### src/sv/unea_pkg.sv
// ============================================================================
// unea_pkg
// Shared types, codes and reset constants of the urgent/normal event arbiter.
// ============================================================================
package unea_pkg;

    // Default queue depths.
    localparam int URGENT_DEPTH_DEF = 4;
    localparam int NORMAL_DEPTH_DEF = 12;

    // Stream widths: tdata is padded to whole bytes.
    localparam int S_TDATA_W = 48;
    localparam int S_TUSER_W = 2;
    localparam int M_TDATA_W = 176;
    localparam int M_TUSER_W = 3;

    // Register port.
    localparam int APB_ADDR_W = 5;
    localparam int APB_DATA_W = 32;

    // Register reset values.
    localparam logic [7:0]  URGENT_CODE_RST  = 8'd1;
    localparam logic [7:0]  NONE_CODE_RST    = 8'd0;
    localparam logic [7:0]  UNKNOWN_CODE_RST = 8'd255;
    localparam logic [15:0] MAX_AGE_RST      = 16'd1000;
    localparam logic [7:0]  URGENT_BURST_RST = 8'd4;

    // Streak counter saturates here.
    localparam logic [7:0] BURST_MAX = 8'hFF;

    // Kind of input beat.
    typedef enum logic [1:0] {
        ACT_ENQUEUE = 2'd0,
        ACT_SERVICE = 2'd1,
        ACT_FLUSH   = 2'd2,
        ACT_NOP     = 2'd3
    } action_t;

    // Result status codes.
    typedef enum logic [2:0] {
        ST_IGNORED    = 3'd0,
        ST_QUEUED     = 3'd1,
        ST_DROPPED    = 3'd2,
        ST_IDLE       = 3'd3,
        ST_EXPIRED    = 3'd4,
        ST_DISPATCHED = 3'd5,
        ST_FLUSHED    = 3'd6
    } status_t;

    // Outcome decided when a beat is taken; a pop is resolved in the execute stage.
    typedef enum logic [2:0] {
        KIND_IGNORED = 3'd0,
        KIND_QUEUED  = 3'd1,
        KIND_DROPPED = 3'd2,
        KIND_IDLE    = 3'd3,
        KIND_POP     = 3'd4,
        KIND_FLUSHED = 3'd5
    } res_kind_t;

    // Register indexes (byte address divided by four).
    typedef enum logic [2:0] {
        REG_URGENT_CODE  = 3'd0,
        REG_NONE_CODE    = 3'd1,
        REG_UNKNOWN_CODE = 3'd2,
        REG_MAX_AGE      = 3'd3,
        REG_URGENT_BURST = 3'd4
    } reg_idx_t;

    // One queued event: 41 bits.
    typedef struct packed {
        logic [31:0] stamp;
        logic [7:0]  code;
        logic        remote;
    } entry_t;

endpackage

### src/sv/urgent_normal_event_arbiter.sv
// A taken beat is held in the execute stage, then in the output register (m_tvalid).
// Throughput: one item per cycle unless the output stalls; each item makes at most one
// access to one queue memory when taken; the following stage resolves a pop from read data.
// Reset (aresetn low, synchronous) empties both queues, clears the streak and the
// counters and restores the register defaults; the queue memories are not cleared.
// ============================================================================
// urgent_normal_event_arbiter
// Two timestamped event queues in synchronous memories, served urgent first
// under a burst limit, with expiry on age and running event counters.
// ============================================================================
module urgent_normal_event_arbiter #(
    parameter int URGENT_DEPTH = unea_pkg::URGENT_DEPTH_DEF,
    parameter int NORMAL_DEPTH = unea_pkg::NORMAL_DEPTH_DEF
) (
    input  logic                              aclk,
    input  logic                              aresetn,
    // Input stream
    input  logic                              s_tvalid,
    output logic                              s_tready,
    // now_ms[31:0], source_remote[32], message[40:33], zero pad [47:41]
    input  logic [unea_pkg::S_TDATA_W-1:0]    s_tdata,
    // action[1:0]
    input  logic [unea_pkg::S_TUSER_W-1:0]    s_tuser,
    // Result stream
    output logic                              m_tvalid,
    input  logic                              m_tready,
    // out_message[7:0], out_remote[8], out_from_urgent[9], count_queued[41:10],
    // count_dropped[73:42], count_expired[105:74], count_dispatched[137:106],
    // count_flushes[169:138], zero pad [175:170]
    output logic [unea_pkg::M_TDATA_W-1:0]    m_tdata,
    // status[2:0]
    output logic [unea_pkg::M_TUSER_W-1:0]    m_tuser,
    // Register port
    input  logic                              psel,
    input  logic                              penable,
    input  logic                              pwrite,
    input  logic [unea_pkg::APB_ADDR_W-1:0]   paddr,
    input  logic [unea_pkg::APB_DATA_W-1:0]   pwdata,
    output logic [unea_pkg::APB_DATA_W-1:0]   prdata,
    output logic                              pready
);

    localparam int U_IDX_W  = (URGENT_DEPTH > 1) ? $clog2(URGENT_DEPTH) : 1;
    localparam int U_FILL_W = $clog2(URGENT_DEPTH + 1);
    localparam int U_SUM_W  = U_FILL_W + 1;
    localparam int N_IDX_W  = (NORMAL_DEPTH > 1) ? $clog2(NORMAL_DEPTH) : 1;
    localparam int N_FILL_W = $clog2(NORMAL_DEPTH + 1);
    localparam int N_SUM_W  = N_FILL_W + 1;

    // ------------------------------------------------------------------
    // Configuration registers
    // ------------------------------------------------------------------
    logic [7:0]  urgent_code_reg;
    logic [7:0]  none_code_reg;
    logic [7:0]  unknown_code_reg;
    logic [15:0] max_age_reg;
    logic [7:0]  urgent_burst_reg;
    logic        cfg_wr;
    unea_pkg::reg_idx_t cfg_idx;

    assign pready  = 1'b1;
    assign cfg_wr  = psel && penable && pwrite && pready;
    assign cfg_idx = unea_pkg::reg_idx_t'(paddr[4:2]);

    // Register writes; an address beyond the list is ignored.
    always_ff @(posedge aclk) begin
        if (!aresetn) begin
            urgent_code_reg  <= unea_pkg::URGENT_CODE_RST;
            none_code_reg    <= unea_pkg::NONE_CODE_RST;
            unknown_code_reg <= unea_pkg::UNKNOWN_CODE_RST;
            max_age_reg      <= unea_pkg::MAX_AGE_RST;
            urgent_burst_reg <= unea_pkg::URGENT_BURST_RST;
        end else if (cfg_wr) begin
            unique case (cfg_idx)
                unea_pkg::REG_URGENT_CODE:  urgent_code_reg  <= pwdata[7:0];
                unea_pkg::REG_NONE_CODE:    none_code_reg    <= pwdata[7:0];
                unea_pkg::REG_UNKNOWN_CODE: unknown_code_reg <= pwdata[7:0];
                unea_pkg::REG_MAX_AGE:      max_age_reg      <= pwdata[15:0];
                unea_pkg::REG_URGENT_BURST: urgent_burst_reg <= pwdata[7:0];
                default: ;
            endcase
        end
    end

    // Register read-back.
    always_comb begin
        unique case (cfg_idx)
            unea_pkg::REG_URGENT_CODE:  prdata = 32'(urgent_code_reg);
            unea_pkg::REG_NONE_CODE:    prdata = 32'(none_code_reg);
            unea_pkg::REG_UNKNOWN_CODE: prdata = 32'(unknown_code_reg);
            unea_pkg::REG_MAX_AGE:      prdata = 32'(max_age_reg);
            unea_pkg::REG_URGENT_BURST: prdata = 32'(urgent_burst_reg);
            default:                    prdata = '0;
        endcase
    end

    // ------------------------------------------------------------------
    // Queue pointers, streak and pipeline registers
    // ------------------------------------------------------------------
    logic [U_IDX_W-1:0]  urgent_head_reg, urgent_head_next;
    logic [U_FILL_W-1:0] urgent_fill_reg, urgent_fill_next;
    logic [N_IDX_W-1:0]  normal_head_reg, normal_head_next;
    logic [N_FILL_W-1:0] normal_fill_reg, normal_fill_next;
    logic [7:0]          burst_reg, burst_next;

    logic                    ex_valid_reg, ex_valid_next;
    unea_pkg::res_kind_t     ex_kind_reg, acc_kind;
    logic                    ex_urgent_reg, acc_urgent;
    logic [31:0]             ex_now_reg;

    logic                    m_valid_reg, m_valid_next;
    unea_pkg::status_t       m_status_reg, res_status;
    logic [7:0]              m_msg_reg, res_msg;
    logic                    m_remote_reg, res_remote;
    logic                    m_urgent_reg, res_urgent;

    logic [31:0] cnt_queued_reg, cnt_dropped_reg, cnt_expired_reg;
    logic [31:0] cnt_dispatched_reg, cnt_flushes_reg;

    // Input beat fields.
    unea_pkg::action_t in_action;
    logic [31:0]       in_now;
    logic              in_remote;
    logic [7:0]        in_msg;
    unea_pkg::entry_t  wr_entry;
    logic              s_accept;
    logic              ex_move;

    assign in_action = unea_pkg::action_t'(s_tuser[1:0]);
    assign in_now    = s_tdata[31:0];
    assign in_remote = s_tdata[32];
    assign in_msg    = s_tdata[40:33];
    assign wr_entry  = '{stamp: in_now, code: in_msg, remote: in_remote};

    // The execute stage drains into the output register; a new beat is taken
    // whenever the execute stage is empty or empties in this cycle.
    assign ex_move  = ex_valid_reg && (!m_valid_reg || m_tready);
    assign s_tready = !ex_valid_reg || ex_move;
    assign s_accept = s_tvalid && s_tready;

    // Write positions (head plus fill, wrapped) and advanced heads.
    logic [U_SUM_W-1:0] u_tail_sum, u_tail_wrap;
    logic [N_SUM_W-1:0] n_tail_sum, n_tail_wrap;
    logic [U_IDX_W-1:0] u_tail_idx, u_head_inc;
    logic [N_IDX_W-1:0] n_tail_idx, n_head_inc;
    logic               u_full, n_full, u_empty, n_empty;

    always_comb begin
        u_tail_sum  = U_SUM_W'(urgent_head_reg) + U_SUM_W'(urgent_fill_reg);
        u_tail_wrap = (u_tail_sum >= U_SUM_W'(URGENT_DEPTH)) ?
                      u_tail_sum - U_SUM_W'(URGENT_DEPTH) : u_tail_sum;
        u_tail_idx  = u_tail_wrap[U_IDX_W-1:0];
        u_head_inc  = (urgent_head_reg == U_IDX_W'(URGENT_DEPTH - 1)) ?
                      '0 : urgent_head_reg + U_IDX_W'(1);
        n_tail_sum  = N_SUM_W'(normal_head_reg) + N_SUM_W'(normal_fill_reg);
        n_tail_wrap = (n_tail_sum >= N_SUM_W'(NORMAL_DEPTH)) ?
                      n_tail_sum - N_SUM_W'(NORMAL_DEPTH) : n_tail_sum;
        n_tail_idx  = n_tail_wrap[N_IDX_W-1:0];
        n_head_inc  = (normal_head_reg == N_IDX_W'(NORMAL_DEPTH - 1)) ?
                      '0 : normal_head_reg + N_IDX_W'(1);
        u_full      = (urgent_fill_reg >= U_FILL_W'(URGENT_DEPTH));
        n_full      = (normal_fill_reg >= N_FILL_W'(NORMAL_DEPTH));
        u_empty     = (urgent_fill_reg == '0);
        n_empty     = (normal_fill_reg == '0);
    end

    // Decision on a taken beat: queue updates and at most one memory access.
    logic u_wr_en, n_wr_en, u_rd_en, n_rd_en;

    always_comb begin
        urgent_head_next = urgent_head_reg;
        urgent_fill_next = urgent_fill_reg;
        normal_head_next = normal_head_reg;
        normal_fill_next = normal_fill_reg;
        burst_next       = burst_reg;
        u_wr_en          = 1'b0;
        n_wr_en          = 1'b0;
        u_rd_en          = 1'b0;
        n_rd_en          = 1'b0;
        acc_kind         = unea_pkg::KIND_IGNORED;
        acc_urgent       = 1'b0;
        if (s_accept) begin
            unique case (in_action)
                unea_pkg::ACT_ENQUEUE: begin
                    // The none and unknown codes are checked before the urgent code.
                    if (in_msg != none_code_reg && in_msg != unknown_code_reg) begin
                        if (in_msg == urgent_code_reg) begin
                            if (u_full) begin
                                acc_kind = unea_pkg::KIND_DROPPED;
                            end else begin
                                u_wr_en          = 1'b1;
                                urgent_fill_next = urgent_fill_reg + U_FILL_W'(1);
                                acc_kind         = unea_pkg::KIND_QUEUED;
                            end
                        end else begin
                            if (n_full) begin
                                acc_kind = unea_pkg::KIND_DROPPED;
                            end else begin
                                n_wr_en          = 1'b1;
                                normal_fill_next = normal_fill_reg + N_FILL_W'(1);
                                acc_kind         = unea_pkg::KIND_QUEUED;
                            end
                        end
                    end
                end
                unea_pkg::ACT_SERVICE: begin
                    if (!u_empty && (n_empty || burst_reg < urgent_burst_reg)) begin
                        u_rd_en          = 1'b1;
                        urgent_head_next = u_head_inc;
                        urgent_fill_next = urgent_fill_reg - U_FILL_W'(1);
                        if (burst_reg != unea_pkg::BURST_MAX) begin
                            burst_next = burst_reg + 8'd1;
                        end
                        acc_kind   = unea_pkg::KIND_POP;
                        acc_urgent = 1'b1;
                    end else if (!n_empty) begin
                        n_rd_en          = 1'b1;
                        normal_head_next = n_head_inc;
                        normal_fill_next = normal_fill_reg - N_FILL_W'(1);
                        burst_next       = '0;
                        acc_kind         = unea_pkg::KIND_POP;
                    end else begin
                        acc_kind = unea_pkg::KIND_IDLE;
                    end
                end
                unea_pkg::ACT_FLUSH: begin
                    urgent_head_next = '0;
                    urgent_fill_next = '0;
                    normal_head_next = '0;
                    normal_fill_next = '0;
                    burst_next       = '0;
                    acc_kind         = unea_pkg::KIND_FLUSHED;
                end
                unea_pkg::ACT_NOP: begin
                    acc_kind = unea_pkg::KIND_IGNORED;
                end
            endcase
        end
    end

    // ------------------------------------------------------------------
    // Queue memories. Each taken beat writes or reads at most one entry, and
    // a write is committed before any later beat's read, so no forwarding.
    // ------------------------------------------------------------------
    unea_pkg::entry_t urgent_mem [URGENT_DEPTH];
    unea_pkg::entry_t normal_mem [NORMAL_DEPTH];
    unea_pkg::entry_t u_rd_reg, n_rd_reg;

    always_ff @(posedge aclk) begin
        if (u_wr_en) begin
            urgent_mem[u_tail_idx] <= wr_entry;
        end
        if (u_rd_en) begin
            u_rd_reg <= urgent_mem[urgent_head_reg];
        end
    end

    always_ff @(posedge aclk) begin
        if (n_wr_en) begin
            normal_mem[n_tail_idx] <= wr_entry;
        end
        if (n_rd_en) begin
            n_rd_reg <= normal_mem[normal_head_reg];
        end
    end

    // ------------------------------------------------------------------
    // Execute stage: age check on the popped entry and the result fields.
    // ------------------------------------------------------------------
    unea_pkg::entry_t rd_entry;
    logic [31:0]      age;
    logic             expired;

    always_comb begin
        rd_entry   = ex_urgent_reg ? u_rd_reg : n_rd_reg;
        age        = ex_now_reg - rd_entry.stamp;
        expired    = (age >= 32'(max_age_reg));
        res_msg    = '0;
        res_remote = 1'b0;
        res_urgent = 1'b0;
        case (ex_kind_reg)
            unea_pkg::KIND_IGNORED: res_status = unea_pkg::ST_IGNORED;
            unea_pkg::KIND_QUEUED:  res_status = unea_pkg::ST_QUEUED;
            unea_pkg::KIND_DROPPED: res_status = unea_pkg::ST_DROPPED;
            unea_pkg::KIND_IDLE:    res_status = unea_pkg::ST_IDLE;
            unea_pkg::KIND_POP: begin
                res_status = expired ? unea_pkg::ST_EXPIRED : unea_pkg::ST_DISPATCHED;
                res_msg    = rd_entry.code;
                res_remote = rd_entry.remote;
                res_urgent = ex_urgent_reg;
            end
            unea_pkg::KIND_FLUSHED: res_status = unea_pkg::ST_FLUSHED;
            default:                res_status = unea_pkg::ST_IGNORED;
        endcase
    end

    // Valid flags of the two stages.
    always_comb begin
        ex_valid_next = s_accept ? 1'b1 : (ex_move ? 1'b0 : ex_valid_reg);
        m_valid_next  = ex_move ? 1'b1 : (m_tready ? 1'b0 : m_valid_reg);
    end

    // Control state.
    always_ff @(posedge aclk) begin
        if (!aresetn) begin
            urgent_head_reg <= '0;
            urgent_fill_reg <= '0;
            normal_head_reg <= '0;
            normal_fill_reg <= '0;
            burst_reg       <= '0;
            ex_valid_reg    <= 1'b0;
            m_valid_reg     <= 1'b0;
        end else begin
            urgent_head_reg <= urgent_head_next;
            urgent_fill_reg <= urgent_fill_next;
            normal_head_reg <= normal_head_next;
            normal_fill_reg <= normal_fill_next;
            burst_reg       <= burst_next;
            ex_valid_reg    <= ex_valid_next;
            m_valid_reg     <= m_valid_next;
        end
    end

    // Counters move only when a result enters the output register, so they
    // always match the beat on show.
    always_ff @(posedge aclk) begin
        if (!aresetn) begin
            cnt_queued_reg     <= '0;
            cnt_dropped_reg    <= '0;
            cnt_expired_reg    <= '0;
            cnt_dispatched_reg <= '0;
            cnt_flushes_reg    <= '0;
        end else if (ex_move) begin
            case (res_status)
                unea_pkg::ST_QUEUED:     cnt_queued_reg     <= cnt_queued_reg + 32'd1;
                unea_pkg::ST_DROPPED:    cnt_dropped_reg    <= cnt_dropped_reg + 32'd1;
                unea_pkg::ST_EXPIRED:    cnt_expired_reg    <= cnt_expired_reg + 32'd1;
                unea_pkg::ST_DISPATCHED: cnt_dispatched_reg <= cnt_dispatched_reg + 32'd1;
                unea_pkg::ST_FLUSHED:    cnt_flushes_reg    <= cnt_flushes_reg + 32'd1;
                default: ;
            endcase
        end
    end

    // Payload of the execute stage and the output register.
    always_ff @(posedge aclk) begin
        if (s_accept) begin
            ex_kind_reg   <= acc_kind;
            ex_urgent_reg <= acc_urgent;
            ex_now_reg    <= in_now;
        end
        if (ex_move) begin
            m_status_reg <= res_status;
            m_msg_reg    <= res_msg;
            m_remote_reg <= res_remote;
            m_urgent_reg <= res_urgent;
        end
    end

    // Result beat.
    assign m_tvalid = m_valid_reg;
    assign m_tuser  = m_status_reg;
    assign m_tdata  = {6'b0, cnt_flushes_reg, cnt_dispatched_reg, cnt_expired_reg,
                       cnt_dropped_reg, cnt_queued_reg, m_urgent_reg, m_remote_reg,
                       m_msg_reg};

endmodule

### config.mk
export PLATFORM = sky130hd
export DESIGN_NAME = urgent_normal_event_arbiter
export DESIGN_NICKNAME = d
export VERILOG_FILES = /design/src/sv/unea_pkg.sv /design/src/sv/urgent_normal_event_arbiter.sv
export SDC_FILE = /design/constraint.sdc
export NUM_CORES = 1
export LEC_CHECK = 0
export ABC_CLOCK_PERIOD_IN_PS = 6000
export BUFFER_PORTS_ARGS = -buffer_cell sky130_fd_sc_hd__buf_2
export CAP_MARGIN = 0
export CORE_MARGIN = 2
export CORE_UTILIZATION = 40
export CTS_CLUSTER_DIAMETER = 150
export CTS_CLUSTER_SIZE = 20
export DETAILED_ROUTE_END_ITERATION = 16
export GPL_TIMING_DRIVEN = 0
export RECOVER_POWER = 25
export SLEW_MARGIN = 15
export SYNTH_ARGS = -nofsm -noshare
export SYNTH_HDL_FRONTEND = slang
export SYNTH_SLANG_ARGS = --single-unit
### constraint.sdc
create_clock -name aclk -period 6 [get_ports aclk]
set_input_delay 0.9 -clock aclk [delete_from_list [all_inputs] [get_ports aclk]]
set_output_delay 0.9 -clock aclk [all_outputs]
set_load 0.01 [all_outputs]
==> impl_results.md <==
- Hold path depth: 3
- Netlist cell types: 82
- Hold_buf cts: 0
- Fmax: around 0.18 GHz
- Worst Path Required: ~6600 ps
- Port Buffers: between 200 and 300
- Initial Util: 0.403
- Post-synthesis xor/xnor area fraction: 0.0261
- CTS max path bufs: 3
- Post-synthesis mux area share: 0.116
- Most frequent cells in the layout: 787 x edfxtp_1, 235 x buf_2, 231 x dfxtp_1
- First-pass iteration count of the detailed router: 5
- Top post-synthesis cells by area: edfxtp_1 55%, dfxtp_1 11%, mux4_2 8.5%
- Hold WC Path Type: in -> reg
- WP depth: 27
- Top flop regs: normal_mem: 492 flops, urgent_mem: 164 flops
- Die span in y: about 330 um
- Post-Syn Area: 0.0433 mm2
- Synth Area in Adders: 0.0241
- Post-Syn Instances: between 2,000 and 3,000
- Power per standard cell area: roughly 260 mW/mm2
- Vias: 26,400
- Number of global-route vias before repair: around 26,000
- Row count: 120
- Commonest non-fill, non-tap cell in the layout: edfxtp_1
- Bufs and invs on worst path: 4
- Setup CP Type: reg -> reg
- Initial antenna violation count: 7
- Max reg flops: 492
- Setup TNS: 0 ps
- Area grow syn2layout: 13.2%
- CP endpoint kind: register
- Seq cells post-synth: 1,018
- CP top delay family: simple AND/OR/NAND/NOR gates
- Fin nets: ~3,500
- Die area: ~0.11 mm2
- CTS Sinks: 1,018
- Final core occ: 0.457
- Max Cap Violations: 0
- Largest net degree at the start of global routing: 42
- Fin. max-slew vios: 0
- Critical path arrival: ~6200 ps
- Root buffer cell: clkbuf_16
- HPWL Detailed: around 78,000 um
- Final Hold Viols: 0
- Largest family of logic cells by synthesized area: multiplexers
- Post-DRT Antenna Nets: 0
- Fin crit period: about 5600 ps
- WHS: between 400 and 500 ps
- H-tree levels: 2
- Synth Area in Compound Gates: 0.0650
- Largest reg by FF count: normal_mem
- EDFF count, synth: 787
- VDD IR-drop max: roughly 190 uV
- Count of final setup violators: 0
- Synth warn: 0
- CTS tree: built
- Syn Area/Cell: about 14 um2
- Critical path peak fanout: 10
- Clock-pin transition on the worst setup and hold timing paths: approximately 100 ps
- Final-layout fill cell count: 9,532
- GR Overflow Total: 0
- Top cell type's share of synthesized area: 0.546
- Power Total: between 10 and 15 mW
- Max-slew headroom: 0.299
- Gpl congestion: around 0.92
- Post-synthesis sequential area ratio: 0.653
- Worst slew pin tran: around 1100 ps
- Initial DRC count: about 2,400
- CTS Buf Count: 56
- Most frequent CP cell: buf_4
- Number of remaining DRC errors: 0
- Slowest stage cell, crit path: or4_1
- Drt via density: about 5.5
- Run status: finished, final reports clean
- Largest area contributor in the netlist: edfxtp_1
- FFs w/ async S/R, synth: 0
- Die width: ~330 um
- Reg2reg path depth: 27
- Top FF cell, synth: edfxtp_1
- Post-Synth Simple-Gate Area: 0.0917
- Clk_skew: between 40 and 50 ps
- Slowest stage delay, CP: around 500 ps
- Crit start category: register
- Routed WL: about 110,000 um
- First-pass GRT wire length: around 160,000 um
- Fin crit share: 0.938
- Total leakage power: 16.3 nW
- Worst-Skew Late Latency: ~680 ps
- I/O pins: 308
- Wire length per cell: between 20 and 25 um
- Core region area: around 0.11 mm2
- GRT Total Usage: 0.193
- Share of cells above drive strength 1: 0.185
[routing by layer]
metal	routed length (um)	global-route usage
met5	25	0
met1	47900	0.272
met3	7340	0.0292
met4	2390	0.0448
met2	50900	0.314
[kinds of logic after synthesis]
group	count (synthesis)
AO/OA/AOI/OAI	439
AND/OR/NAND/NOR	791
adder cells (fa/ha/maj)	81
buffers and inverters	232
XOR/XNOR	129
multiplexers	296
flip-flops	1018
other	2
[repair_timing]
| item | in CTS | in global routing |
|---|---|---|
| cloned | 0 | 0 |
| endpoints found under the setup margin | 65 | 65 |
| buffers inserted | 5 | 4 |
| pin swaps | 3 | 11 |
| gates resized for setup | 21 | 17 |
[per-stage QoR]
stage | worst slack (ps) | std cells | instance area [um2]
after floorplan | 491 | 3009 | 43300
after global placement | -2160 | 4670 | 46400
after detailed placement | -1360 | 4706 | 47300
after CTS | 1.62 | 4787 | 48900
after global routing | -28.4 | 4792 | 48900
final | 373 | 4797 | 49000
[final timing paths]
check	start	endpoint	slack [ps]
setup / recovery	ex_urgent_reg$_DFFE_PP_	cnt_dispatched_reg[23]$_SDFFE_PN0P_	370
hold / removal	pwdata[10]	max_age_reg[10]$_SDFFE_PN0P_	450
setup reg to reg	ex_urgent_reg$_DFFE_PP_	cnt_dispatched_reg[23]$_SDFFE_PN0P_	370
hold reg to reg	max_age_reg[10]$_SDFFE_PN0P_	max_age_reg[10]$_SDFFE_PN0P_	460
[power breakdown]
| group | switching, mW | internal, mW | leakage (nW) |
|---|---|---|---|
| logic | 0.565 | 0.333 | 6.58 |
| clock network | 2.19 | 1.76 | 0.745 |
| registers | 0.0285 | 7.64 | 8.99 |
[cells in the mapped netlist, drive strengths merged (11+ instances only)]
library cell / count
a211oi: 11
a21o: 19
a21oi: 142
a22oi: 17
a31o: 13
and2: 24
and3: 49
and4: 14
buf: 76
clkbuf: 84
dfxtp: 231
edfxtp: 787
ha: 77
inv: 72
mux2: 11
mux2i: 121
mux4: 164
nand2: 218
nand2b: 19
nand3: 63
nand4: 55
nor2: 199
nor2b: 13
nor3: 20
nor4: 18
o211ai: 25
o21ai: 96
o22ai: 17
o31ai: 37
or3: 26
or4: 48
xnor2: 43
xor2: 86
[worst register-to-register path: stages, from the launching register on]
cell      delay [ps]
edfxtp_1         380
buf_4            180
buf_4            160
mux2_2           270
ha_1             210
fa_1             420
nand2b_4         180
a21oi_4          210
nor2_2            80
o21ai_2          170
a21boi_2          90
nor2b_1          130
o21ai_0          100
nand2b_1         140
a21boi_2          80
xnor2_2          150
ha_1             310
a21o_1           170
a211oi_1         250
o221ai_1         160
a21oi_1          150
nand4_1          160
nor4_4           280
nand4_1          130
buf_4            180
buf_2            180
or4_1            510
a21oi_1          140
[final cells by class]
class / count / area (um2) / share of cell area
antenna: 7 / 17.5 / 0.000358
timing repair buffer: 303 / 2070 / 0.0422
sequential: 1018 / 28300 / 0.577
inverter: 72 / 270 / 0.00552
clock inverter: 2 / 20.0 / 0.000409
tap: 1403 / 1760 / 0.0359
buffer: 157 / 759 / 0.0155
clock buffer: 76 / 1520 / 0.0310
multi-input combinational: 1759 / 14300 / 0.292
Power figures use the tool's default switching activity.
